--- src/design/gsm_pkg.sv ---
// Shared types and constants for the gated stereo-to-mono mixer.
// No dependencies; imported by gsm_ctrl, gsm_dp and the top level.
`default_nettype none

package gsm_pkg;

  localparam int SAMPLE_W = 16;   // audio sample width
  localparam int GAIN_W   = 15;   // gate gain / target width
  localparam int OGAIN_W  = 4;    // output gain register width

  localparam logic [OGAIN_W-1:0]  OGAIN_RST  = 4'd6;
  localparam logic [SAMPLE_W-1:0] SAMPLE_MAX = 16'h7fff;
  localparam logic [SAMPLE_W-1:0] SAMPLE_MIN = 16'h8000;

  // Gate full scale (unity gain) and its width
  localparam int              FS_W       = 16;
  localparam longint unsigned FULL_SCALE = 64'd32767;

  // Magnitude widths along the frame path
  localparam int AMAG_W = SAMPLE_W;
  localparam int MMAG_W = AMAG_W + OGAIN_W;
  localparam int PMAG_W = MMAG_W + GAIN_W;

  // Quotient clips high when it reaches 32768, low when it reaches 32769
  localparam longint unsigned SAT_POS = 64'd32768 * FULL_SCALE;
  localparam longint unsigned SAT_NEG = 64'd32769 * FULL_SCALE;

  // Unsaturated dividends stay below SAT_NEG
  localparam int              DIV_N_W  = $clog2(SAT_NEG);
  localparam int              RECIP_SH = DIV_N_W + 1;
  localparam longint unsigned RECIP    = (64'd1 << RECIP_SH) / FULL_SCALE;
  localparam int              RECIP_W  = $clog2(RECIP + 1);
  localparam int              Q_W      = SAMPLE_W + 1;

  typedef enum logic [1:0] {
    REQ_FRAME = 2'd0,
    REQ_SET   = 2'd1,
    REQ_CLEAR = 2'd2
  } gsm_req_t;

  typedef enum logic [2:0] {
    ST_IDLE,
    ST_F_MUL,
    ST_F_DIV,
    ST_F_FIN,
    ST_S_DIV,
    ST_S_FIN
  } gsm_state_t;

  typedef struct packed {
    logic load_frame;  // capture frame, mix, advance gate
    logic load_set;    // capture target, form delta
    logic clear;       // zero gate state
    logic mul;         // gate multiply
    logic div;         // reciprocal multiply, clip detect
    logic fin;         // correction, load output register
    logic sdiv;        // ramp step reciprocal multiply
    logic sfin;        // ramp step correction and store
  } gsm_cmd_t;

endpackage

`default_nettype wire

--- src/design/gsm_ctrl.sv ---
// Controller FSM for the gated stereo-to-mono mixer.
// Depends on gsm_pkg; drives gsm_cmd_t commands into gsm_dp.
`default_nettype none

module gsm_ctrl import gsm_pkg::*; (
  input  logic             clk,
  input  logic             rst_n,
  input  logic             in_valid,
  input  logic [1:0]       in_req_type,
  output logic             in_stall,
  input  logic             out_busy,
  output gsm_cmd_t         cmd
);

  gsm_state_t state_r, state_nxt;

  always_ff @(posedge clk) begin
    if (!rst_n) begin
      state_r <= ST_IDLE;
    end else begin
      state_r <= state_nxt;
    end
  end

  always_comb begin
    state_nxt = state_r;
    cmd       = '0;
    in_stall  = (state_r != ST_IDLE);
    case (state_r)
      ST_IDLE: begin
        if (in_valid) begin
          case (gsm_req_t'(in_req_type))
            REQ_FRAME: begin
              cmd.load_frame = 1'b1;
              state_nxt      = ST_F_MUL;
            end
            REQ_SET: begin
              cmd.load_set = 1'b1;
              state_nxt    = ST_S_DIV;
            end
            REQ_CLEAR: begin
              cmd.clear = 1'b1;
            end
            default: ;  // unused request type: dropped
          endcase
        end
      end
      ST_F_MUL: begin
        cmd.mul   = 1'b1;
        state_nxt = ST_F_DIV;
      end
      ST_F_DIV: begin
        cmd.div   = 1'b1;
        state_nxt = ST_F_FIN;
      end
      ST_F_FIN: begin
        if (!out_busy) begin
          cmd.fin   = 1'b1;
          state_nxt = ST_IDLE;
        end
      end
      ST_S_DIV: begin
        cmd.sdiv  = 1'b1;
        state_nxt = ST_S_FIN;
      end
      ST_S_FIN: begin
        cmd.sfin  = 1'b1;
        state_nxt = ST_IDLE;
      end
      default: begin
        state_nxt = ST_IDLE;
      end
    endcase
  end

endmodule

`default_nettype wire

--- src/design/gsm_dp.sv ---
// Datapath for the gated stereo-to-mono mixer: mix, gate ramp, divide, saturate.
// Depends on gsm_pkg; sequenced by gsm_ctrl through gsm_cmd_t.
`default_nettype none

module gsm_dp import gsm_pkg::*; #(
  parameter int RAMP_SAMPLES = 1024
) (
  input  logic                       clk,
  input  logic                       rst_n,
  input  logic                       cfg_we,
  input  logic [OGAIN_W-1:0]         cfg_wdata,
  input  logic signed [SAMPLE_W-1:0] in_left_sample,
  input  logic signed [SAMPLE_W-1:0] in_right_sample,
  input  logic [GAIN_W-1:0]          in_target_gain,
  input  gsm_cmd_t                   cmd,
  output logic                       out_busy,
  input  logic                       out_stall,
  output logic                       out_valid,
  output logic signed [SAMPLE_W-1:0] out_mono_sample,
  output logic                       out_clipped,
  output logic [GAIN_W-1:0]          out_gate_level
);

  localparam int RS_W      = $clog2(RAMP_SAMPLES + 1);
  localparam int GAIN_MAX  = (1 << GAIN_W) - 1;
  localparam int STEP_MAG  = (GAIN_MAX / RAMP_SAMPLES > 0) ? GAIN_MAX / RAMP_SAMPLES : 1;
  localparam int STEP_W    = $clog2(STEP_MAG + 1) + 1;
  localparam int RRECIP_SH = GAIN_W + 1;
  localparam int RRECIP    = (1 << RRECIP_SH) / RAMP_SAMPLES;
  localparam int RRECIP_W  = $clog2(RRECIP + 1);
  localparam int FPROD_W   = DIV_N_W + RECIP_W;
  localparam int FQD_W     = Q_W + FS_W;
  localparam int SPROD_W   = GAIN_W + RRECIP_W;
  localparam int SQD_W     = GAIN_W + RS_W;

  // control / architectural state
  logic [OGAIN_W-1:0]       ogain_r;
  logic [GAIN_W-1:0]        gate_gain_r;
  logic [GAIN_W-1:0]        gate_target_r;
  logic signed [STEP_W-1:0] gate_step_r;
  logic                     out_valid_r;

  // payload registers
  logic                     sign_r;
  logic [MMAG_W-1:0]        mmag_r;
  logic [PMAG_W-1:0]        pmag_r;
  logic [Q_W-1:0]           q0_r;
  logic                     clip_hi_r;
  logic                     clip_lo_r;
  logic                     dsign_r;
  logic [GAIN_W-1:0]        dmag_r;
  logic [GAIN_W-1:0]        sq0_r;
  logic [SAMPLE_W-1:0]      out_mono_r;
  logic                     out_clip_r;
  logic [GAIN_W-1:0]        out_level_r;

  // combinational
  logic [SAMPLE_W:0]        sum17;
  logic [SAMPLE_W:0]        adj17;
  logic [SAMPLE_W-1:0]      avg;
  logic [AMAG_W-1:0]        amag;
  logic [MMAG_W-1:0]        mmag_nxt;
  logic signed [GAIN_W+1:0] gsum;
  logic signed [GAIN_W+1:0] tgt_s;
  logic                     rising;
  logic [GAIN_W-1:0]        gain_adv;
  logic [GAIN_W:0]          delta;
  logic [GAIN_W:0]          dabs;
  logic [FPROD_W-1:0]       fprod;
  logic [FQD_W-1:0]         fqd;
  logic [FQD_W-1:0]         frem;
  logic [Q_W-1:0]           qfin;
  logic [Q_W-1:0]           qneg;
  logic [SAMPLE_W-1:0]      mono_nxt;
  logic [SPROD_W-1:0]       sprod;
  logic [SQD_W-1:0]         sqd;
  logic [SQD_W-1:0]         srem;
  logic [GAIN_W-1:0]        sq;
  logic [GAIN_W-1:0]        smag;
  logic [STEP_W-1:0]        smag_w;
  logic [STEP_W-1:0]        step_nxt;

  // mix: average truncated toward zero, then sign/magnitude times output gain
  always_comb begin
    sum17    = {in_left_sample[SAMPLE_W-1], in_left_sample}
             + {in_right_sample[SAMPLE_W-1], in_right_sample};
    adj17    = sum17 + {{SAMPLE_W{1'b0}}, sum17[SAMPLE_W]};
    avg      = adj17[SAMPLE_W:1];
    amag     = avg[SAMPLE_W-1] ? (~avg + 1'b1) : avg;
    mmag_nxt = MMAG_W'(amag) * MMAG_W'(ogain_r);
  end

  // gate advance, clamped at target
  always_comb begin
    gsum   = $signed({2'b00, gate_gain_r})
           + $signed({{(GAIN_W + 2 - STEP_W){gate_step_r[STEP_W-1]}}, gate_step_r});
    tgt_s  = $signed({2'b00, gate_target_r});
    rising = !gate_step_r[STEP_W-1] && (gate_step_r != '0);
    if (gate_gain_r == gate_target_r) begin
      gain_adv = gate_gain_r;
    end else if ((rising && gsum > tgt_s) || (!rising && gsum < tgt_s)) begin
      gain_adv = gate_target_r;
    end else begin
      gain_adv = gsum[GAIN_W-1:0];
    end
  end

  // set target: delta, then step = delta / RAMP_SAMPLES by reciprocal
  always_comb begin
    delta    = {1'b0, in_target_gain} - {1'b0, gate_gain_r};
    dabs     = delta[GAIN_W] ? (~delta + 1'b1) : delta;
    sprod    = SPROD_W'(dmag_r) * SPROD_W'(RRECIP);
    sqd      = SQD_W'(sq0_r) * SQD_W'(RAMP_SAMPLES);
    srem     = SQD_W'(dmag_r) - sqd;
    sq       = sq0_r + GAIN_W'(srem >= SQD_W'(RAMP_SAMPLES));
    smag     = (sq == '0 && dmag_r != '0) ? GAIN_W'(1) : sq;
    smag_w   = STEP_W'(smag);
    step_nxt = dsign_r ? (~smag_w + 1'b1) : smag_w;
  end

  // frame divide by full scale: reciprocal estimate, one-step correction
  always_comb begin
    fprod = FPROD_W'(pmag_r[DIV_N_W-1:0]) * FPROD_W'(RECIP);
    fqd   = FQD_W'(q0_r) * FQD_W'(FULL_SCALE);
    frem  = FQD_W'(pmag_r[DIV_N_W-1:0]) - fqd;
    qfin  = q0_r + Q_W'(frem >= FQD_W'(FULL_SCALE));
    qneg  = ~qfin + 1'b1;
    if (clip_hi_r) begin
      mono_nxt = SAMPLE_MAX;
    end else if (clip_lo_r) begin
      mono_nxt = SAMPLE_MIN;
    end else if (sign_r) begin
      mono_nxt = qneg[SAMPLE_W-1:0];
    end else begin
      mono_nxt = qfin[SAMPLE_W-1:0];
    end
  end

  always_ff @(posedge clk) begin
    if (!rst_n) begin
      ogain_r       <= OGAIN_RST;
      gate_gain_r   <= '0;
      gate_target_r <= '0;
      gate_step_r   <= '0;
      out_valid_r   <= 1'b0;
    end else begin
      if (cfg_we) begin
        ogain_r <= cfg_wdata;
      end
      if (cmd.clear) begin
        gate_gain_r   <= '0;
        gate_target_r <= '0;
        gate_step_r   <= '0;
      end
      if (cmd.load_frame) begin
        gate_gain_r <= gain_adv;
      end
      if (cmd.load_set) begin
        gate_target_r <= in_target_gain;
      end
      if (cmd.sfin) begin
        gate_step_r <= $signed(step_nxt);
      end
      if (cmd.fin) begin
        out_valid_r <= 1'b1;
      end else if (!out_stall) begin
        out_valid_r <= 1'b0;
      end
    end
  end

  always_ff @(posedge clk) begin
    if (cmd.load_frame) begin
      sign_r <= avg[SAMPLE_W-1];
      mmag_r <= mmag_nxt;
    end
    if (cmd.mul) begin
      pmag_r <= PMAG_W'(mmag_r) * PMAG_W'(gate_gain_r);
    end
    if (cmd.div) begin
      q0_r      <= Q_W'(fprod >> RECIP_SH);
      clip_hi_r <= !sign_r && (pmag_r >= PMAG_W'(SAT_POS));
      clip_lo_r <= sign_r && (pmag_r >= PMAG_W'(SAT_NEG));
    end
    if (cmd.fin) begin
      out_mono_r  <= mono_nxt;
      out_clip_r  <= clip_hi_r || clip_lo_r;
      out_level_r <= gate_gain_r;
    end
    if (cmd.load_set) begin
      dsign_r <= delta[GAIN_W];
      dmag_r  <= dabs[GAIN_W-1:0];
    end
    if (cmd.sdiv) begin
      sq0_r <= GAIN_W'(sprod >> RRECIP_SH);
    end
  end

  assign out_busy        = out_valid_r && out_stall;
  assign out_valid       = out_valid_r;
  assign out_mono_sample = $signed(out_mono_r);
  assign out_clipped     = out_clip_r;
  assign out_gate_level  = out_level_r;

endmodule

`default_nettype wire

--- src/design/gated_stereo_to_mono_mixer.sv ---
// Gated stereo-to-mono mixer, top level. Depends on gsm_pkg, gsm_ctrl, gsm_dp.
// An audio frame holds the datapath through accept/mix, gate multiply, reciprocal multiply
// and correct/saturate; the last step waits while out_stall keeps the output register full,
// then loads it. A set-target request runs the step divide (reciprocal multiply, then
// correction and store); clear and unused codes are done when accepted.
// Reset (rst_n low, synchronous): gate gain/target/step zero, output gain 6, output empty.
`default_nettype none

module gated_stereo_to_mono_mixer import gsm_pkg::*; #(
  parameter int RAMP_SAMPLES = 1024
) (
  input  logic                       clk,
  input  logic                       rst_n,
  // configuration: output gain
  input  logic                       cfg_we,
  input  logic [OGAIN_W-1:0]         cfg_wdata,
  // request channel
  input  logic                       in_valid,
  output logic                       in_stall,
  input  logic [1:0]                 in_req_type,
  input  logic signed [SAMPLE_W-1:0] in_left_sample,
  input  logic signed [SAMPLE_W-1:0] in_right_sample,
  input  logic [GAIN_W-1:0]          in_target_gain,
  // result channel
  output logic                       out_valid,
  input  logic                       out_stall,
  output logic signed [SAMPLE_W-1:0] out_mono_sample,
  output logic                       out_clipped,
  output logic [GAIN_W-1:0]          out_gate_level
);

  gsm_cmd_t cmd;
  logic     out_busy;

  // Controller: takes one request at a time, steps the datapath, and holds
  // the last frame step until the output register can take the result.
  gsm_ctrl u_ctrl (
    .clk         (clk),
    .rst_n       (rst_n),
    .in_valid    (in_valid),
    .in_req_type (in_req_type),
    .in_stall    (in_stall),
    .out_busy    (out_busy),
    .cmd         (cmd)
  );

  // Datapath: gate state, output gain, mixing arithmetic and the output
  // register. Division by full scale and by the ramp length uses a constant
  // reciprocal multiply followed by a single compare-and-increment.
  gsm_dp #(
    .RAMP_SAMPLES (RAMP_SAMPLES)
  ) u_dp (
    .clk             (clk),
    .rst_n           (rst_n),
    .cfg_we          (cfg_we),
    .cfg_wdata       (cfg_wdata),
    .in_left_sample  (in_left_sample),
    .in_right_sample (in_right_sample),
    .in_target_gain  (in_target_gain),
    .cmd             (cmd),
    .out_busy        (out_busy),
    .out_stall       (out_stall),
    .out_valid       (out_valid),
    .out_mono_sample (out_mono_sample),
    .out_clipped     (out_clipped),
    .out_gate_level  (out_gate_level)
  );

  // Clipped results sit exactly on a rail.
  a_clip_rail: assert property (@(posedge clk) disable iff (!rst_n)
    (out_valid && out_clipped) |->
      (out_mono_sample == $signed(SAMPLE_MAX) || out_mono_sample == $signed(SAMPLE_MIN)))
    else $error("clipped result not at a rail");

  // A result is only loaded from the final frame step, where requests are held off.
  a_load_busy: assert property (@(posedge clk) disable iff (!rst_n)
    $rose(out_valid) |-> $past(in_stall))
    else $error("output loaded while controller idle");

  // Non-frame requests never create a result.
  a_cmd_silent: assert property (@(posedge clk) disable iff (!rst_n)
    (in_valid && !in_stall && in_req_type != REQ_FRAME && !out_valid) |=> !out_valid)
    else $error("command request produced a result");

endmodule

`default_nettype wire
--- config.mk ---
export PLATFORM = sky130hd
export DESIGN_NAME = gated_stereo_to_mono_mixer
export DESIGN_NICKNAME = d
export VERILOG_FILES = /design/src/design/gsm_pkg.sv /design/src/design/gsm_ctrl.sv /design/src/design/gsm_dp.sv /design/src/design/gated_stereo_to_mono_mixer.sv
export SDC_FILE = /design/constraint.sdc
export NUM_CORES = 2
export LEC_CHECK = 0
export ABC_AREA = 0
export BUFFER_PORTS_ARGS = -buffer_cell sky130_fd_sc_hd__buf_2
export CORE_UTILIZATION = 40
export CTS_CLUSTER_DIAMETER = 60
export DETAILED_ROUTE_END_ITERATION = 10
export PLACE_DENSITY_LB_ADDON = 0.1
export SYNTH_ARGS = -nofsm -noshare
export SYNTH_HDL_FRONTEND = slang
export SYNTH_SLANG_ARGS = --single-unit
--- constraint.sdc ---
create_clock -name clk -period 22.2 [get_ports clk]
set_input_delay 1.11 -clock clk [delete_from_list [all_inputs] [get_ports clk]]
set_output_delay 1.11 -clock clk [all_outputs]
set_load 0.005 [all_outputs]
[After elaboration in Yosys (flattened, before gate mapping)]
Index checks and enable logic that the tools add are counted.
Cells by class
  equality and inequality tests: 13
  reductions and logical operators: 23
  $lt $le $gt $ge: 6
  add/sub/neg operators: 12
  multipliers: 4
  mux-type cells: 30
  bitwise logic cells: 4
Operators by type and width (number)
  15-bit 2-to-1 mux: 6
  35-bit by 30-bit >= comparator with 1-bit output (second input constant): 2
  16-bit 2-to-1 mux: 3
  30-bit by 16-bit multiplier with 46-bit output (second input constant): 1
  20-bit by 15-bit multiplier with 35-bit output: 1
  33-bit by 15-bit >= comparator with 1-bit output (second input constant): 1
  30-bit by 32-bit subtractor with 33-bit output: 1
  16-bit by 1-bit adder with 16-bit output (second input constant): 2
  16-bit NOT: 2
  15-bit by 15-bit subtractor with 16-bit output: 2
  16-bit by 15-bit multiplier with 31-bit output (second input constant): 1
  26-bit by 11-bit >= comparator with 1-bit output (second input constant): 1
  6-bit 2-to-1 mux: 4
  16-bit by 4-bit multiplier with 20-bit output: 1
  16-bit by 16-bit adder with 17-bit output: 1
  16-bit by 6-bit adder with 17-bit output: 1
  17-bit by 1-bit adder with 17-bit output: 1
  17-bit by 16-bit > comparator with 1-bit output: 1
  17-bit by 16-bit less-than comparator with 1-bit output: 1
  16-bit by 1-bit adder with 16-bit output: 1
  15-bit by 1-bit adder with 15-bit output (second input constant): 1
  15-bit equality test: 1
  15-bit zero test: 1
  15-bit NOT: 1
  other kinds (26): 54
Storage, ports and cells
  input port bits: 58
  flip-flop bits (word level): 171
  logic and storage cells: 110
  output and inout port bits: 34

[Longest topological paths before layout]
  word-level depth: 10
  mapped depth: 48
  depth with buffers taken out: 48

[Cells and area by module]
From an unflattened synthesis, not the netlist that was laid out.
Second synthesis, totals
  cells, all modules: 3205
  area, all modules: 29671.0 sq um
Modules (own cells, without submodules)
  gsm_dp: area an instance 29435.7 sq um, cells an instance 3176, seq. area each 4634.4 sq um, instances 1
  gsm_ctrl: area an instance 235.2 sq um, cells an instance 29, seq. area each 60.1 sq um, instances 1

[Worst setup path after synthesis]
OpenSTA, ideal clock, no wires.
  kind: flip-flop to flip-flop
  start point: reg u_dp.q0_r[9]
  end point: reg u_dp.out_mono_r[13] (netlist: u_dp.out_mono_sample[13]) (data pin)
  library setup time: 254 ps
  data required time: 21946 ps
  arrival time: 10278 ps
  period minus slack after synthesis: 10532 ps
  slack: 11668 ps
  buffers on the path: 0
  cell stages (with the launch flop): 42
  path through: edfxtp_1 > fa_1 > inv_1 > fa_1 > inv_1 > fa_1 > fa_1 > fa_1 > inv_1 > fa_1 > inv_1 > ha_1 > a21o_1 > a21o_1 > a211oi_1 > o21ai_0 > and2_1 > o221a_2 > (+6 left out) > o211ai_1 > a221oi_1 > o21ai_0 > nor4b_1 > o2111ai_1 > or4_1 > nor4_1 > o2111ai_1 > ha_1 > ha_1 > xor2_1 > o31ai_1 > nand2_1 > a21oi_1 > nand2_1 > a21oi_1 > xor2_1 > a21o_1
On the way
  cells in the longest elaborated chain, start to end: 8
Ends and longest elaborated chain
  from (decl): RTL line gsm_dp.sv:47  | logic [Q_W-1:0] q0_r;
  from (signal assigned): RTL line gsm_dp.sv:181  | q0_r <= Q_W'(fprod >> RECIP_SH);
  16-bit by 15-bit multiplier with 31-bit output: RTL line gsm_dp.sv:124  | fqd = FQD_W'(q0_r) * FQD_W'(FULL_SCALE);
  30-bit by 32-bit subtractor with 33-bit output: RTL line gsm_dp.sv:125  | frem = FQD_W'(pmag_r[DIV_N_W-1:0]) - fqd;
  33-bit by 15-bit >= comparator with 1-bit output: RTL line gsm_dp.sv:126  | qfin = q0_r + Q_W'(frem >= FQD_W'(FULL_SCALE));
  16-bit by 1-bit adder with 16-bit output (*): RTL line gsm_dp.sv:126
  16-bit NOT: RTL line gsm_dp.sv:127  | qneg = ~qfin + 1'b1;
  16-bit by 1-bit adder with 16-bit output: RTL line gsm_dp.sv:127
  16-bit 2-to-1 mux (*): RTL line gsm_dp.sv:132  | end else if (sign_r) begin
  16-bit 2-to-1 mux (*): RTL line gsm_dp.sv:130  | end else if (clip_lo_r) begin
  to (signal assigned): RTL line gsm_dp.sv:186  | out_mono_r <= mono_nxt;
  to (decl): RTL line gsm_dp.sv:53  | logic [SAMPLE_W-1:0] out_mono_r;
Every way passes the cells marked *; elsewhere a longest branch is shown, timed or not.
A chain may end at the register's enable or synchronous reset.

[Worst setup path after layout]
Same ends and word-level chain as after synthesis.

==> impl_summary.txt <==
----------------------------------------------------
[Setup path]
  Number of cells on the worst reg-to-reg path ... 42
  Worst r2r dst ... u_dp.out_mono_sample[13]
  Endpoint arrival time on the critical path ... 12420 ps
  CP max-delay cell ... fa_1
  Peak fanout along the critical path ... 6
  Maximum cell stage delay along the critical path ... 690 ps
  R2r setup slk ... 10020 ps
  CP Launch Type ... register
  Reg2reg start ... u_dp.q0_r[9]
  Most common cell type on the critical path ... fa_1
  Type of element capturing the critical path ... register
  Crit path kind ... reg -> reg
  Critical Path RT ... 22440 ps

[Timing]
  Final TNS setup ... 0 ps
  Number of hold-slack violations in the final timing report ... 0
  Worst-Margin Slew ... 1075 ps
  Final worst path period need ... 12180 ps
  Fin. max-slew vios ... 0
  Ratio of final minimum period to clock period ... 0.5488
  Slew headroom ... 0.2816
  Setup Viol. Count Final ... 0
  Setup repair after global routing missed its margin ... no
  Max Freq ... 82.08 MHz
  Setup clock skew after layout ... 17.03 ps

[CTS]
  Number of gates given a new drive strength after cts ... 0
  Clock Sink Count ... 171
  Post-CTS Setup Inserts ... 0
  Source-to-sink clock delay at the later pin of the worst-skew pair ... 480 ps
  Clock slew at the register clock pins of the worst setup and hold paths ... 80 ps
  Clock tree from TritonCTS ... done
  H-tree depth ... 4
  Clock Tree Root ... clkbuf_16
  Hold-fix buffers, CTS ... 0
  Number of clock buffers inserted by TritonCTS ... 17
  Number of buffers between clock root and the deepest sink ... 2

[Final layout]
  Ratio of cells with drive above 1 in the final layout ... 0.05787
  Post-Route Utilization ... 0.4329
  Count of filler cells inserted in the layout ... 7027
  Number of diodes ... 0
  Area growth syn-to-layout ... 7.199%
  Post-layout net count ... 3951

[Global routing]
  Via count of the first global-routing pass ... 22830
  Overall track demand over capacity in global routing ... 0.2155
  Number of antenna violations at the first check in global routing ... 0
  GR Overflow Total ... 0
  Maximum number of pins on one net before global-route repair ... 36
  First-pass GRT wire length ... 124400 um

[Logic synthesis]
  Async set-reset flop share out of synthesis ... 0
  Post-synthesis sequential element count ... 171
  Main flop type after synthesis ... edfxtp_1
  Part of the Yosys area used for sequential elements ... 0.1626
  Share of the synthesized area in the top cell type ... 0.2580
  Average size of a mapped cell ... 9.288 um2
  Yosys warning count ... 0
  Number of distinct library cells after synthesis ... 79
  Number of enable-type register cells in the synthesized netlist ... 127
  Cells after Synth ... 3108
  Commonest cells in the synthesized netlist ... inv_1, fa_1, ha_1, nand2_1, and2_1
  Cell taking the most area after synthesis ... fa_1
  Post-synth net total ... 3910
  Dominant cell by count in the synthesized netlist ... inv_1
  Combined area of all synthesized cells ... 28870 um2
  Leading cell types by total area after synthesis ... fa_1, ha_1, edfxtp_1

[Detailed routing]
  Total via count after detailed routing ... 21680
  Remaining antenna violation count ... 0
  Routed wire length ... 76980 um
  Wire length per cell after detailed routing ... 18.72 um
  Via-to-Cell Ratio ... 5.272
  DR DRC count ... 1
  Iteration-0 DRC Markers ... 1037
  First-pass detailed-route iteration total ... 8

[Place]
  Post-detail-place hpwl ... 64540 um
  GPL Wtd Cong ... 0.9339
  Port Buffers ... 91

[Hold path]
  Worst hold path cell count ... 0
  Endpoint of the worst hold-timing path ... u_dp.out_gate_level[13]
  Worst hold-check path type ... reg -> reg
  Worst hold start ... u_dp.gate_gain_r[13]

[Die]
  Die H ... 270.6 um
  Die X ... 270.6 um
  Initial core utilization ... 0.4038
  Core Footprint ... 71490 um2
  Ports placed on the boundary ... 92
  Total Die Area ... 73250 um2
  Placement Rows ... 98

[Status]
  Violations in the final reports ... design-rule violations
  Result of the run ... complete, but fails checks

[Job]
  Maximum Capacitance Violations ... 0

----------------------------------------------------
==> final cells by class <==
cell class	instances	area (um2)	share of cell area
multi-input combinational	2384	22110	0.7146
tap	950	1189	0.03841
inverter	461	1730	0.05592
clock buffer	17	425.4	0.01375
clock inverter	15	165.2	0.005337
timing repair buffer	114	628.1	0.02030
sequential	171	4695	0.1517
==> metal layers <==
metal  share of wire  vias to the layer above  GRT usage
met5               0                        -          0
met3           0.029                       97    0.02263
met4           0.024                        0    0.05620
met1            0.46                    10800     0.2838
li1                -                    10390          -
met2            0.49                      389     0.3750
==> worst max-delay path by stage <==
stage,startpoint,to,slack (ps),cells after the start
after global routing,u_dp.q0_r[9],u_dp.out_mono_sample[15],9060,42
after floorplan,u_dp.q0_r[9],u_dp.out_mono_sample[13],11670,41
final,u_dp.q0_r[9],u_dp.out_mono_sample[13],10020,42
after global placement,u_dp.q0_r[9],u_dp.out_mono_sample[13],10460,42
after CTS,u_dp.q0_r[9],u_dp.out_mono_sample[13],9940,42
after detailed placement,u_dp.q0_r[9],u_dp.out_mono_sample[13],10020,42
==> cells by family (layout without fill, tap and decap cells) <==
kind of cell | Yosys count | in the layout | synth area share
multiplexers | 25 | 25 | 0.008712
XOR/XNOR | 229 | 229 | 0.06948
adder cells (fa/ha/maj) | 744 | 744 | 0.4192
AND/OR/NAND/NOR | 897 | 897 | 0.1576
buffers and inverters | 553 | 607 | 0.07243
flip-flops | 171 | 171 | 0.1626
AO/OA/AOI/OAI | 489 | 489 | 0.1100
==> sequential cells by signal, indices dropped and copies added, names as in the netlist, 4 cells and up <==
register              cells
u_dp.mmag_r              20
u_dp.out_gate_level      15
u_dp.gate_gain_r         15
u_dp.gate_target_r       15
u_dp.sq0_r                5
u_dp.pmag_r              35
u_dp.ogain_r              4
u_dp.out_mono_sample     16
u_dp.dmag_r              15
u_dp.q0_r                16
u_dp.gate_step_r          6
==> layout by cell type (no fill, tap or decap), types with 21 or more instances in the layout <==
cell type	Yosys	routed
o21ai_0	90	90
dfxtp_1	44	44
nor3_1	41	41
buf_2	6	91
fa_1	372	372
nand2b_1	25	25
nand2_1	329	329
o21bai_1	21	21
inv_1	459	459
a21oi_1	130	129
nand3_1	48	48
o21a_1	26	26
a31oi_1	22	22
ha_1	372	372
nand4_1	30	30
xor2_1	78	78
edfxtp_1	127	127
nor2b_1	45	45
and2_1	165	165
nor2_1	106	105
xnor2_1	151	151
mux2i_1	24	24
buf_4	2	23
a21o_1	70	70
and3_1	28	28
==> metrics by stage <==
| step | instances | hold slack [ps] | worst slack [ps] | instance area (um2) |
|---|---|---|---|---|
| floorplan | 3108 | 450.3 | 11670 | 28870 |
| global placement | 4080 | 449.4 | 10460 | 30360 |
| detailed placement | 4080 | 467.5 | 10020 | 30360 |
| CTS | 4112 | 488.1 | 9939 | 30950 |
| global route | 4112 | 508.4 | 9062 | 30950 |
| finish | 4112 | 474.3 | 10020 | 30950 |
==> critical path, delay by kind of cell (launching register included) <==
family	cells	cell delay (ps)
AO/OA/AOI/OAI	18	4030
XOR/XNOR	3	480
adder cells (fa/ha/maj)	10	4610
buffers and inverters	4	290
flip-flops	1	550
AND/OR/NAND/NOR	7	1970
Power is left out: the tool's default activity adds up to more than one toggle a clock period on the data nets, which glitch-free logic cannot reach.
